### src/sv/srec_pkg.sv
// ----------------------------------------------------------------------------
// srec_pkg: shared types and helpers of the S3 S-record encoder
// Command format between the front and the back, queue depth, and the
// character helpers used to build the record text.
// ----------------------------------------------------------------------------
`default_nettype none

package srec_pkg;

  localparam int unsigned QDepth   = 4;
  localparam int unsigned QPtrW    = $clog2(QDepth);

  localparam logic [7:0] RecMax      = 8'd250;
  localparam logic [7:0] CountExtra  = 8'd5;

  // register indexes of the configuration port
  localparam logic [1:0] RegRecordBytes = 2'd0;
  localparam logic [1:0] RegNoisePeriod = 2'd1;

  // one command per accepted item that produces text
  typedef struct packed {
    logic        is_start;  // S0 line
    logic        hdr;       // record opens with S3, count and address
    logic        csum_en;   // record closes after this byte
    logic        s7;        // S7 line closes the command
    logic [7:0]  cnt;
    logic [31:0] addr;
    logic [7:0]  data;
    logic [7:0]  csum;
  } cmd_t;

  // output segments of the back sequencer
  typedef enum logic [4:0] {
    PH_S0   = 5'b00001,
    PH_HDR  = 5'b00010,
    PH_DATA = 5'b00100,
    PH_CSUM = 5'b01000,
    PH_S7   = 5'b10000
  } phase_e;

  function automatic logic [7:0] hex_char(input logic [3:0] nib);
    if (nib < 4'd10) begin
      hex_char = 8'h30 + {4'd0, nib};
    end else begin
      hex_char = 8'h37 + {4'd0, nib};
    end
  endfunction

  // "S0030000FC"
  function automatic logic [7:0] s0_char(input logic [3:0] idx);
    unique case (idx)
      4'd0:    s0_char = 8'h53;
      4'd1:    s0_char = 8'h30;
      4'd2:    s0_char = 8'h30;
      4'd3:    s0_char = 8'h33;
      4'd8:    s0_char = 8'h46;
      4'd9:    s0_char = 8'h43;
      default: s0_char = 8'h30;
    endcase
  endfunction

  // "S7060000000000F9"
  function automatic logic [7:0] s7_char(input logic [3:0] idx);
    unique case (idx)
      4'd0:    s7_char = 8'h53;
      4'd1:    s7_char = 8'h37;
      4'd3:    s7_char = 8'h36;
      4'd14:   s7_char = 8'h46;
      4'd15:   s7_char = 8'h39;
      default: s7_char = 8'h30;
    endcase
  endfunction

endpackage

`default_nettype wire

### src/sv/srecord_s3_encoder.sv
// ----------------------------------------------------------------------------
// srecord_s3_encoder: S3 S-record text encoder
// Turns a chunk of memory bytes into ASCII S0/S3/S7 record text, one
// character per output beat.
// ----------------------------------------------------------------------------
// A start beat (mode 0) opens a chunk and emits the S0 header line; each data
// beat (mode 1) emits its two upper-case hex digits, preceded by "S3", the
// count and the eight-digit address when it opens a record, and followed by
// the checksum when it closes one, and by the S7 line after the chunk's last
// byte. The front takes one input beat per cycle while the queue has room and
// turns it into a command in a four-entry queue; the back spells each command
// out into an output register at one character per cycle while that register
// is free or being popped. The output rate therefore sets the pace: a plain
// data byte spells 2 characters, a record-opening byte 14, a record-closing
// byte 4 (20 with the S7 line), and a start beat 10 (26 for an empty chunk).
// A burst of up to four beats is absorbed while earlier text drains. Data beats
// with no open chunk are taken and dropped silently. The configuration port
// is always ready; write it only while the block is idle. Register 0 is
// record_bytes (8 bits, reset 40), register 1 is noise_period (16 bits,
// reset 0); other indexes are ignored.
// ----------------------------------------------------------------------------
`default_nettype none

module srecord_s3_encoder (
  input  wire logic        clk_i,
  input  wire logic        rst_ni,
  // configuration write channel
  input  wire logic        cfg_valid_i,
  output logic             cfg_ready_o,
  input  wire logic [1:0]  cfg_index_i,
  input  wire logic [15:0] cfg_data_i,
  // input queue side
  input  wire logic        push,
  output logic             full,
  input  wire logic        mode_i,
  input  wire logic [31:0] start_address_i,
  input  wire logic [15:0] chunk_length_i,
  input  wire logic [7:0]  data_byte_i,
  // result queue side
  output logic             empty,
  input  wire logic        pop,
  output logic [7:0]       ascii_char_o,
  output logic             line_end_o,
  output logic             run_last_o
);

  srec_pkg::cmd_t front_cmd;
  srec_pkg::cmd_t head_cmd;
  logic           front_we;
  logic           q_full;
  logic           q_empty;
  logic           q_pop;

  // configuration never stalls
  assign cfg_ready_o = 1'b1;

  // hold input beats off while the command queue is full
  assign full = q_full;

  srec_front u_front (
    .clk_i           (clk_i),
    .rst_ni          (rst_ni),
    .cfg_we_i        (cfg_valid_i),
    .cfg_index_i     (cfg_index_i),
    .cfg_data_i      (cfg_data_i),
    .accept_i        (push && !q_full),
    .mode_i          (mode_i),
    .start_address_i (start_address_i),
    .chunk_length_i  (chunk_length_i),
    .data_byte_i     (data_byte_i),
    .cmd_we_o        (front_we),
    .cmd_o           (front_cmd)
  );

  srec_cmd_fifo u_fifo (
    .clk_i    (clk_i),
    .rst_ni   (rst_ni),
    .wr_en_i  (front_we),
    .wr_cmd_i (front_cmd),
    .full_o   (q_full),
    .rd_en_i  (q_pop),
    .rd_cmd_o (head_cmd),
    .empty_o  (q_empty)
  );

  // spell out commands; the output register parts the result side
  srec_back u_back (
    .clk_i        (clk_i),
    .rst_ni       (rst_ni),
    .q_cmd_i      (head_cmd),
    .q_empty_i    (q_empty),
    .q_pop_o      (q_pop),
    .pop_i        (pop),
    .empty_o      (empty),
    .ascii_char_o (ascii_char_o),
    .line_end_o   (line_end_o),
    .run_last_o   (run_last_o)
  );

endmodule

`default_nettype wire

### src/sv/srec_cmd_fifo.sv
// ----------------------------------------------------------------------------
// srec_cmd_fifo: command queue between front and back
// Small flop-based FIFO; the head is visible while not empty.
// ----------------------------------------------------------------------------
`default_nettype none

module srec_cmd_fifo (
  input  wire logic          clk_i,
  input  wire logic          rst_ni,
  input  wire logic          wr_en_i,
  input  wire srec_pkg::cmd_t wr_cmd_i,
  output logic               full_o,
  input  wire logic          rd_en_i,
  output srec_pkg::cmd_t     rd_cmd_o,
  output logic               empty_o
);

  srec_pkg::cmd_t mem_q [srec_pkg::QDepth];
  logic [srec_pkg::QPtrW:0] wr_ptr_q, wr_ptr_d;
  logic [srec_pkg::QPtrW:0] rd_ptr_q, rd_ptr_d;

  assign empty_o  = (wr_ptr_q == rd_ptr_q);
  assign full_o   = (wr_ptr_q[srec_pkg::QPtrW] != rd_ptr_q[srec_pkg::QPtrW]) &&
                    (wr_ptr_q[srec_pkg::QPtrW-1:0] == rd_ptr_q[srec_pkg::QPtrW-1:0]);
  assign rd_cmd_o = mem_q[rd_ptr_q[srec_pkg::QPtrW-1:0]];

  always_comb begin
    wr_ptr_d = wr_ptr_q;
    rd_ptr_d = rd_ptr_q;
    if (wr_en_i && !full_o) begin
      wr_ptr_d = wr_ptr_q + 1'b1;
    end
    if (rd_en_i && !empty_o) begin
      rd_ptr_d = rd_ptr_q + 1'b1;
    end
  end

  always_ff @(posedge clk_i or negedge rst_ni) begin
    if (!rst_ni) begin
      wr_ptr_q <= '0;
      rd_ptr_q <= '0;
    end else begin
      wr_ptr_q <= wr_ptr_d;
      rd_ptr_q <= rd_ptr_d;
    end
  end

  always_ff @(posedge clk_i) begin
    if (wr_en_i && !full_o) begin
      mem_q[wr_ptr_q[srec_pkg::QPtrW-1:0]] <= wr_cmd_i;
    end
  end

endmodule

`default_nettype wire

### src/sv/srec_front.sv
// ----------------------------------------------------------------------------
// srec_front: item intake and record bookkeeping
// Tracks address, remaining bytes, record fill and checksum, and turns each
// start item and each data item of an open chunk into one command for the back.
// ----------------------------------------------------------------------------
`default_nettype none

module srec_front (
  input  wire logic           clk_i,
  input  wire logic           rst_ni,
  input  wire logic           cfg_we_i,
  input  wire logic [1:0]     cfg_index_i,
  input  wire logic [15:0]    cfg_data_i,
  input  wire logic           accept_i,
  input  wire logic           mode_i,
  input  wire logic [31:0]    start_address_i,
  input  wire logic [15:0]    chunk_length_i,
  input  wire logic [7:0]     data_byte_i,
  output logic                cmd_we_o,
  output srec_pkg::cmd_t      cmd_o
);

  logic [7:0]  record_bytes_q;
  logic [15:0] noise_period_q;
  logic [31:0] next_address_q, next_address_d;
  logic [15:0] bytes_remaining_q, bytes_remaining_d;
  logic [7:0]  record_fill_q, record_fill_d;
  logic [7:0]  record_size_q, record_size_d;
  logic [7:0]  running_sum_q, running_sum_d;
  logic [15:0] noise_count_q, noise_count_d;

  logic [7:0]  lim;
  logic [7:0]  size_hdr;
  logic [7:0]  size_eff;
  logic [7:0]  cnt;
  logic [7:0]  sum_hdr;
  logic [7:0]  sum_new;
  logic [7:0]  fill_new;
  logic [16:0] noise_inc;
  logic        header;
  logic        rec_end;
  logic        noise_hit;

  always_comb begin
    if (record_bytes_q == 8'd0) begin
      lim = 8'd1;
    end else if (record_bytes_q > srec_pkg::RecMax) begin
      lim = srec_pkg::RecMax;
    end else begin
      lim = record_bytes_q;
    end
    size_hdr  = (bytes_remaining_q < {8'd0, lim}) ? bytes_remaining_q[7:0] : lim;
    header    = (record_fill_q == 8'd0);
    size_eff  = header ? size_hdr : record_size_q;
    cnt       = size_hdr + srec_pkg::CountExtra;
    sum_hdr   = cnt + next_address_q[31:24] + next_address_q[23:16] +
                next_address_q[15:8] + next_address_q[7:0];
    sum_new   = (header ? sum_hdr : running_sum_q) + data_byte_i;
    fill_new  = record_fill_q + 8'd1;
    rec_end   = (fill_new >= size_eff);
    noise_inc = {1'b0, noise_count_q} + 17'd1;
    noise_hit = (noise_period_q != 16'd0) && (noise_inc > {1'b0, noise_period_q});
  end

  always_comb begin
    next_address_d    = next_address_q;
    bytes_remaining_d = bytes_remaining_q;
    record_fill_d     = record_fill_q;
    record_size_d     = record_size_q;
    running_sum_d     = running_sum_q;
    noise_count_d     = noise_count_q;
    cmd_we_o          = 1'b0;
    cmd_o             = '0;
    cmd_o.cnt         = cnt;
    cmd_o.addr        = next_address_q;
    cmd_o.data        = data_byte_i;
    cmd_o.csum        = ~(sum_new + {7'd0, noise_hit});
    if (accept_i) begin
      if (!mode_i) begin
        next_address_d    = start_address_i;
        bytes_remaining_d = chunk_length_i;
        record_fill_d     = 8'd0;
        record_size_d     = 8'd0;
        running_sum_d     = 8'd0;
        cmd_we_o          = 1'b1;
        cmd_o.is_start    = 1'b1;
        cmd_o.s7          = (chunk_length_i == 16'd0);
      end else if (bytes_remaining_q != 16'd0) begin
        next_address_d    = next_address_q + 32'd1;
        bytes_remaining_d = bytes_remaining_q - 16'd1;
        record_size_d     = size_eff;
        cmd_we_o          = 1'b1;
        cmd_o.hdr         = header;
        if (rec_end) begin
          record_fill_d = 8'd0;
          running_sum_d = 8'd0;
          cmd_o.csum_en = 1'b1;
          cmd_o.s7      = (bytes_remaining_q == 16'd1);
          if (noise_period_q != 16'd0) begin
            noise_count_d = noise_hit ? 16'd0 : noise_inc[15:0];
          end
        end else begin
          record_fill_d = fill_new;
          running_sum_d = sum_new;
        end
      end
    end
  end

  always_ff @(posedge clk_i or negedge rst_ni) begin
    if (!rst_ni) begin
      record_bytes_q    <= 8'd40;
      noise_period_q    <= 16'd0;
      next_address_q    <= '0;
      bytes_remaining_q <= '0;
      record_fill_q     <= '0;
      record_size_q     <= '0;
      running_sum_q     <= '0;
      noise_count_q     <= '0;
    end else begin
      if (cfg_we_i && (cfg_index_i == srec_pkg::RegRecordBytes)) begin
        record_bytes_q <= cfg_data_i[7:0];
      end
      if (cfg_we_i && (cfg_index_i == srec_pkg::RegNoisePeriod)) begin
        noise_period_q <= cfg_data_i;
      end
      next_address_q    <= next_address_d;
      bytes_remaining_q <= bytes_remaining_d;
      record_fill_q     <= record_fill_d;
      record_size_q     <= record_size_d;
      running_sum_q     <= running_sum_d;
      noise_count_q     <= noise_count_d;
    end
  end

endmodule

`default_nettype wire

### src/sv/srec_back.sv
// ----------------------------------------------------------------------------
// srec_back: character sequencer
// Walks each command through its text segments into an output register, one
// character per cycle while that register is free or being drained.
// ----------------------------------------------------------------------------
`default_nettype none

module srec_back (
  input  wire logic           clk_i,
  input  wire logic           rst_ni,
  input  wire srec_pkg::cmd_t q_cmd_i,
  input  wire logic           q_empty_i,
  output logic                q_pop_o,
  input  wire logic           pop_i,
  output logic                empty_o,
  output logic [7:0]          ascii_char_o,
  output logic                line_end_o,
  output logic                run_last_o
);

  srec_pkg::cmd_t  cmd_q;
  srec_pkg::phase_e phase_q, phase_next, phase_first;
  logic [3:0]      idx_q;
  logic            busy_q;
  logic            out_valid_q;
  logic [7:0]      char_q;
  logic            line_end_q;
  logic            run_last_q;

  logic            emit;
  logic            phase_last;
  logic            finish;     // no segment follows the current one
  logic            cmd_done;
  logic            load;
  logic [7:0]      ch;
  logic            le;
  logic [2:0]      nib_sel;
  logic [3:0]      addr_nib;

  assign nib_sel  = 3'(4'd11 - idx_q);
  assign addr_nib = 4'(cmd_q.addr >> {nib_sel, 2'b00});

  always_comb begin
    phase_last = 1'b0;
    phase_next = srec_pkg::PH_S7;
    finish     = 1'b1;
    ch         = 8'h30;
    le         = 1'b0;
    unique case (phase_q)
      srec_pkg::PH_S0: begin
        phase_last = (idx_q == 4'd9);
        ch         = srec_pkg::s0_char(idx_q);
        le         = phase_last;
        finish     = !cmd_q.s7;
      end
      srec_pkg::PH_HDR: begin
        phase_last = (idx_q == 4'd11);
        phase_next = srec_pkg::PH_DATA;
        finish     = 1'b0;
        if (idx_q == 4'd0) begin
          ch = 8'h53;
        end else if (idx_q == 4'd1) begin
          ch = 8'h33;
        end else if (idx_q == 4'd2) begin
          ch = srec_pkg::hex_char(cmd_q.cnt[7:4]);
        end else if (idx_q == 4'd3) begin
          ch = srec_pkg::hex_char(cmd_q.cnt[3:0]);
        end else begin
          ch = srec_pkg::hex_char(addr_nib);
        end
      end
      srec_pkg::PH_DATA: begin
        phase_last = (idx_q == 4'd1);
        phase_next = srec_pkg::PH_CSUM;
        finish     = !cmd_q.csum_en;
        ch         = srec_pkg::hex_char(idx_q[0] ? cmd_q.data[3:0] : cmd_q.data[7:4]);
      end
      srec_pkg::PH_CSUM: begin
        phase_last = (idx_q == 4'd1);
        finish     = !cmd_q.s7;
        ch         = srec_pkg::hex_char(idx_q[0] ? cmd_q.csum[3:0] : cmd_q.csum[7:4]);
        le         = phase_last;
      end
      srec_pkg::PH_S7: begin
        phase_last = (idx_q == 4'd15);
        ch         = srec_pkg::s7_char(idx_q);
        le         = phase_last;
      end
      default: begin
        phase_last = 1'b1;
      end
    endcase
  end

  always_comb begin
    if (q_cmd_i.is_start) begin
      phase_first = srec_pkg::PH_S0;
    end else if (q_cmd_i.hdr) begin
      phase_first = srec_pkg::PH_HDR;
    end else begin
      phase_first = srec_pkg::PH_DATA;
    end
  end

  // advance when the output register is free or being drained this cycle
  assign emit     = busy_q && (!out_valid_q || pop_i);
  assign cmd_done = emit && phase_last && finish;
  assign load     = (!busy_q || cmd_done) && !q_empty_i;
  assign q_pop_o  = load;

  always_ff @(posedge clk_i or negedge rst_ni) begin
    if (!rst_ni) begin
      busy_q      <= 1'b0;
      phase_q     <= srec_pkg::PH_S0;
      idx_q       <= '0;
      out_valid_q <= 1'b0;
    end else begin
      if (load) begin
        busy_q  <= 1'b1;
        phase_q <= phase_first;
        idx_q   <= '0;
      end else if (cmd_done) begin
        busy_q <= 1'b0;
      end else if (emit) begin
        if (phase_last) begin
          phase_q <= phase_next;
          idx_q   <= '0;
        end else begin
          idx_q <= idx_q + 4'd1;
        end
      end
      if (emit) begin
        out_valid_q <= 1'b1;
      end else if (pop_i) begin
        out_valid_q <= 1'b0;
      end
    end
  end

  always_ff @(posedge clk_i) begin
    if (load) begin
      cmd_q <= q_cmd_i;
    end
    if (emit) begin
      char_q     <= ch;
      line_end_q <= le;
      run_last_q <= phase_last && finish;
    end
  end

  assign empty_o      = !out_valid_q;
  assign ascii_char_o = char_q;
  assign line_end_o   = line_end_q;
  assign run_last_o   = run_last_q;

endmodule

`default_nettype wire
### config.mk
export PLATFORM = sky130hd
export DESIGN_NAME = srecord_s3_encoder
export DESIGN_NICKNAME = d
export VERILOG_FILES = /design/src/sv/srec_pkg.sv /design/src/sv/srecord_s3_encoder.sv /design/src/sv/srec_cmd_fifo.sv /design/src/sv/srec_front.sv /design/src/sv/srec_back.sv
export SDC_FILE = /design/constraint.sdc
export NUM_CORES = 1
export LEC_CHECK = 0
export BUFFER_PORTS_ARGS = -buffer_cell sky130_fd_sc_hd__buf_2
export CAP_MARGIN = 30
export CORE_ASPECT_RATIO = 0.7
export CORE_MARGIN = 2
export CORE_UTILIZATION = 56
export DETAILED_ROUTE_END_ITERATION = 8
export GPL_TIMING_DRIVEN = 0
export PLACE_DENSITY = 0.76
export SETUP_SLACK_MARGIN = 0.1
export SLEW_MARGIN = 20
export SYNTH_ARGS = -nofsm -noshare
export SYNTH_HDL_FRONTEND = slang
export SYNTH_HIERARCHICAL = 1
export SYNTH_SLANG_ARGS = --single-unit
### constraint.sdc
create_clock -name clk_i -period 5.68 [get_ports clk_i]
set_input_delay 0.284 -clock clk_i [delete_from_list [all_inputs] [get_ports clk_i]]
set_output_delay 0.284 -clock clk_i [all_outputs]
set_load 0.01 [all_outputs]
# [Word-level counts from Yosys, hierarchy flattened]
# Memories as Yosys holds them, arrays and structs flattened.
# Index checks and enable logic that the tools add are counted.
[word_totals] wordCells=178 ff_bits=197 output_inout_bits=13 input_bits=80 ramBits=240 n_memories=1
[mem_list] memory="u_fifo.mem_q" words=4 width=60 rd=1 rd_ports_with_merged_regs=0 write_ports=1 line="srec_cmd_fifo.sv:18" text="srec_pkg::cmd_t mem_q [srec_pkg::QDepth];"
[op_classes] n_shift=1 eq_ne=20 bitwise_logic=1 muxes=61 add_sub_neg=25 reduce_logical=37 n_lt_le_gt_ge=9
[ops] op="$mux W8" count=22
[ops] op="$add A6 B4 Y7 const A" count=10
[ops] op="$mux W32" count=2
[ops] op="$mux W16" count=3
[ops] op="$add A8 B8 Y8" count=5
[ops] op="$pmux W8 S5" count=1
[ops] op="$pmux W7 S5" count=1
[ops] op="$add A32 B1 Y32 const B" count=1
[ops] op="$reduce_bool A16 Y1" count=2
[ops] op="$shr A32 B5 Y4" count=1
[ops] op="$mux W4" count=7
[ops] op="$pmux W7 S4" count=1
[ops] op="$mux W5" count=5
[ops] op="$eq A4 B4 Y1 const B" count=5
[ops] op="$lt A4 B4 Y1 const B" count=5
[ops] op="$add A16 B1 Y17 const B" count=1
[ops] op="$gt A17 B16 Y1" count=1
[ops] op="$eq A16 B1 Y1 const B" count=1
[ops] op="$logic_not A16 Y1" count=1
[ops] op="$logic_not A8 Y1" count=2
[ops] op="$lt A16 B8 Y1" count=1
[ops] op="$sub A16 B1 Y16 const B" count=1
[ops] op="$logic_and A1 B1 Y1" count=12
[ops] op="$mux W1" count=11
[ops] op="other kinds (36)" count=52

# [Logic depth before layout (Yosys ltp)]
[depth] ltp_word=15 ltp_mapped=30 depth_no_buf=28

# [Modules after synthesis]
# Netlist, hierarchy kept.
[modules_own_cells] mod="srec_cmd_fifo" area_per_inst_um2=9147.5 seq_area_each_um2=7357.1 cells_each=362 n_inst=1
[modules_own_cells] mod="srec_front" area_per_inst_um2=8615.8 seq_area_each_um2=2805.2 cells_each=977 n_inst=1
[modules_own_cells] mod="srec_back" area_per_inst_um2=4201.5 seq_area_each_um2=2288.4 cells_each=365 n_inst=1
[modules_own_cells] mod="srecord_s3_encoder" area_per_inst_um2=25.0 seq_area_each_um2=0.0 cells_each=3 n_inst=1

# [Worst setup path after synthesis]
# Ideal clock, no wire load.
[synth_path] kind="reg-to-reg" startpoint="reg u_front.record_bytes_q[3]" endpoint="mem u_fifo/mem_q[0][7] (netlist bit) (data pin)" period_less_slack_ns=6.121 setup_slack_ns=-0.441 arrival_time_ns=5.848 stages_incl_launch_ff=29 required_time_ns=5.406 setup_time_ns=0.274 n_path_buf=3 cell_sequence="dfstp_2 > clkbuf_1 > and4_1 > nand2_1 > nand2_1 > ha_1 > nand3_1 > a21oi_1 > a2111o_1 > or2_1 > buf_2 > buf_2 > a21oi_1 > fa_1 > ha_1 > a21o_1 > a21o_1 > a21o_1 > a21oi_1 > xor2_1 > o21ai_0 > ha_1 > nor3b_1 > a21oi_1 > o21ai_0 > a211oi_1 > nor3_1 > xnor2_1 > xnor2_1"
[synth_rtl] item="start, declared" line="srec_front.sv:23" text="logic [7:0] record_bytes_q;"
[synth_rtl] item="start signal, assigned" line="srec_front.sv:122" text="record_bytes_q <= cfg_data_i[7:0];"
[synth_rtl] item="end, declared" line="srec_cmd_fifo.sv:18"

==> impl_metrics.tcl <==
set metrics [dict create \
    crit_arrival_ns 6.16 \
    ys.flop_type "edfxtp_1" \
    yosys-mux-area-fraction_pct 9.67 \
    dieArea_um2 40900 \
    grt_max_degree 68 \
    grt_setup_unrepaired "true" \
    endpoint_kind "flip-flop" \
    wire_per_inst_um 23.3 \
    grt.overflow.total 0 \
    clock_latency_ns 0.58 \
    hold_path_class "in2reg" \
    ios 93 \
    portBuffers 89 \
    cts.sinks 436 \
    cts.path.max_buffers 3 \
    numCtsBuffers 44 \
    crit_type "reg2reg" \
    violations "setup timing" \
    startpoint "u_front/record_bytes_q[5]" \
    start_util_pct 57.0 \
    gp_congestion 0.944 \
    finalHoldViolations 0 \
    synth.most_common_cell "edfxtp_1" \
    rows 60 \
    synth.largest_area_cell "edfxtp_1" \
    cts_tree "yes" \
    ys_ff_latch 436 \
    synth.avg_cell_area_um2 12.9 \
    yosys.area_share.simple_pct 9.99 \
    antenna_left 0 \
    synthTopCellsByArea "edfxtp_1, dfrtp_1, mux4_2, ha_1, o21ai_0" \
    drive_gt1_share_pct 21.0 \
    maxCapViolations 0 \
    startpoint_type "flip-flop" \
    slowest_delay_ns 0.57 \
    required_ns 5.97 \
    endpoint "u_fifo/mem_q[0][7]" \
    status "finished, violations left" \
    grt_pass1_vias 15200 \
    grt_pass1_wl_um 88400 \
    vias_per_cell 6.32 \
    cts_root_buf "clkbuf_16" \
    dr.pass1.iters 6 \
    synth_top_family_by_area "compound AO/OA/AOI/OAI gates" \
    synthCells 1707 \
    postLayoutCoreUtil_pct 66.8 \
    synth_compound_area_share_pct 11.2 \
    worstHoldStart "start_address_i[22]" \
    layout.nets 2072 \
    drc 0 \
    drt_iter0_markers 1931 \
    finalSetupViolCount 8 \
    setup_tns_ns -1.03 \
    synth-edff-count 307 \
    fmax_ghz 0.170 \
    hpwl_um 39200 \
    fin_crit_ns 5.87 \
    fin_ws_ns -0.193 \
    hold_path_depth 3 \
    synthArstFlopShare_pct 29.6 \
    slew_headroom_pct 34.8 \
    die_w_um 241 \
    grt_usage_pct 28.5 \
    die_h_um 170 \
    antenna_found_initial 0 \
    htreeDepth 2 \
    synth-adder-area-share_pct 5.72 \
    ys_types 93 \
    netlist.area_leader.share_pct 41.9 \
    synth_fp_nets 1875 \
    synthTopCellsByCount "edfxtp_1, dfrtp_1, nand2_1" \
    synth_seq_area_share_pct 56.6 \
    fillCellCount 2746 \
    synth_xor_area_share_pct 3.41 \
    syn_area_um2 22000 \
    core_area_um2 38600 \
    worstMarginPinSlew_ns 0.968 \
    crit_slowest_cell "dfstp_2" \
    clk_pin_slew_worst_paths_ns 0.06 \
    regToRegSetupSlack_ns -0.19 \
    rr_endpoint "u_fifo/mem_q[0][7]" \
    rr_worst_depth 29 \
    wl_um 57600 \
    drv_slew 0 \
    antenna_cells 0 \
    area_growth_pct 17.2 \
    num_vias 15600 \
    r2r_start "u_front/record_bytes_q[5]" \
    critPathMaxFanout 5 \
    fin_crit_sh_pct 103 \
    fin_skew_ns 0.0212 \
    synth_warnings 6 \
]
[cell type report]
class	instances	area (µm²)	area share [%]
Buffer	85	453	1.76
Clock buffer	52	1130	4.39
Clock inverter	29	395	1.53
Inverter	82	308	1.19
Multi-Input combinational cell	1103	9210	35.7
Sequential cell	436	12500	48.3
Tap cell	527	659	2.56
Timing Repair Buffer	152	1180	4.58
[per-stage QoR]
stage          hold WS, ns  worst slack (ns)  area (µm²)  std cells
5_1_grt             0.0281            -0.364       25800       2466
4_1_cts            0.00222            -0.266       25600       2453
6_report            0.0145            -0.193       25800       2466
3_3_place_gp         0.463             -1.25       23200       2323
2_1_floorplan      -0.0116             0.102       22100       1707
3_5_place_dp         0.264             -1.21       23500       2332
[layout by cell type, fill, tap and decap left out, types with 16 or more instances in the layout]
master,instances
dfrtp_1,126
nor4_1,16
a21o_1,17
xor2_1,29
dlygate4sd3_1,28
nand2_1,122
buf_4,43
o31ai_1,16
and3_1,24
nand3_1,54
nand4_1,17
o21ai_0,94
buf_2,103
edfxtp_1,307
nor2_1,73
nor3_1,29
ha_1,60
o22ai_1,24
mux2i_1,30
clkbuf_16,44
inv_1,79
fa_1,20
xnor2_1,40
clkbuf_1,51
a21oi_1,82
mux4_2,63
mux2_2,27
[worst min path at each step]
stage | end | slack [ns]
after CTS | u_front/next_address_q[11] | 0.002
after detailed placement | u_fifo/rd_ptr_q[0] | 0.26
after global routing | u_front/next_address_q[2] | 0.03
after floorplan | u_back/busy_q | -0.01
final | u_front/next_address_q[22] | 0.01
after global placement | u_front/running_sum_q[1] | 0.46
[logic make-up after synthesis]
family                     Yosys count
xor gates and xnor gates            83
AOI/OAI and AO/OA                  377
other                                2
DFF                                436
muxes                              125
adders and majority gates           88
buffers and inverters              168
and+or+nand+nor                    428
[critical path, delay by kind of cell (launching register included)]
family / cells / cell delay, ns
AOI/OAI and AO/OA: 11 / 1.82
xor gates and xnor gates: 4 / 0.73
adders and majority gates: 4 / 1.14
buffers and inverters: 2 / 0.23
DFF: 1 / 0.57
and+or+nand+nor: 8 / 1.08
[routing by layer]
metal  global-route usage, %  part of all wire (%)  up-vias  wire length (µm)
met4                    7.92                   2.6        0              1490
met3                    5.17                   8.5      116              4900
met2                    43.0                    45      794             26000
met5                       0                     0        -                 0
li1                        -                     -     6887                 -
met1                    42.9                    44     7777             25200
[registers in the layout (all words and copies together) (netlist names), 3 cells and up]
name                       flops
u_fifo/rd_ptr_q                3
u_fifo/mem_q                 240
u_front/record_fill_q          8
u_back/cmd_q                  58
u_front/record_bytes_q         8
u_back/phase_q                 5
u_front/running_sum_q          8
u_front/record_size_q          8
u_front/bytes_remaining_q     16
u_front/next_address_q        32
u_fifo/wr_ptr_q                3
u_front/noise_count_q         16
u_back/ascii_char_o            7
u_front/noise_period_q        16
u_back/idx_q                   4
[what timing repair did]
item / in CTS / in global routing
endpoints found under the setup margin: 23 / 23
hold buffers: 28 / 0
pin swaps: 24 / 19
buffers inserted: 11 / 14
cloned: 1 / 0
endpoints found under the hold margin: 100 / 0
gates resized for setup: 35 / 25
Power is not shown: default switching activity piles up to over one toggle a cycle in this logic, so the estimate is an artifact.
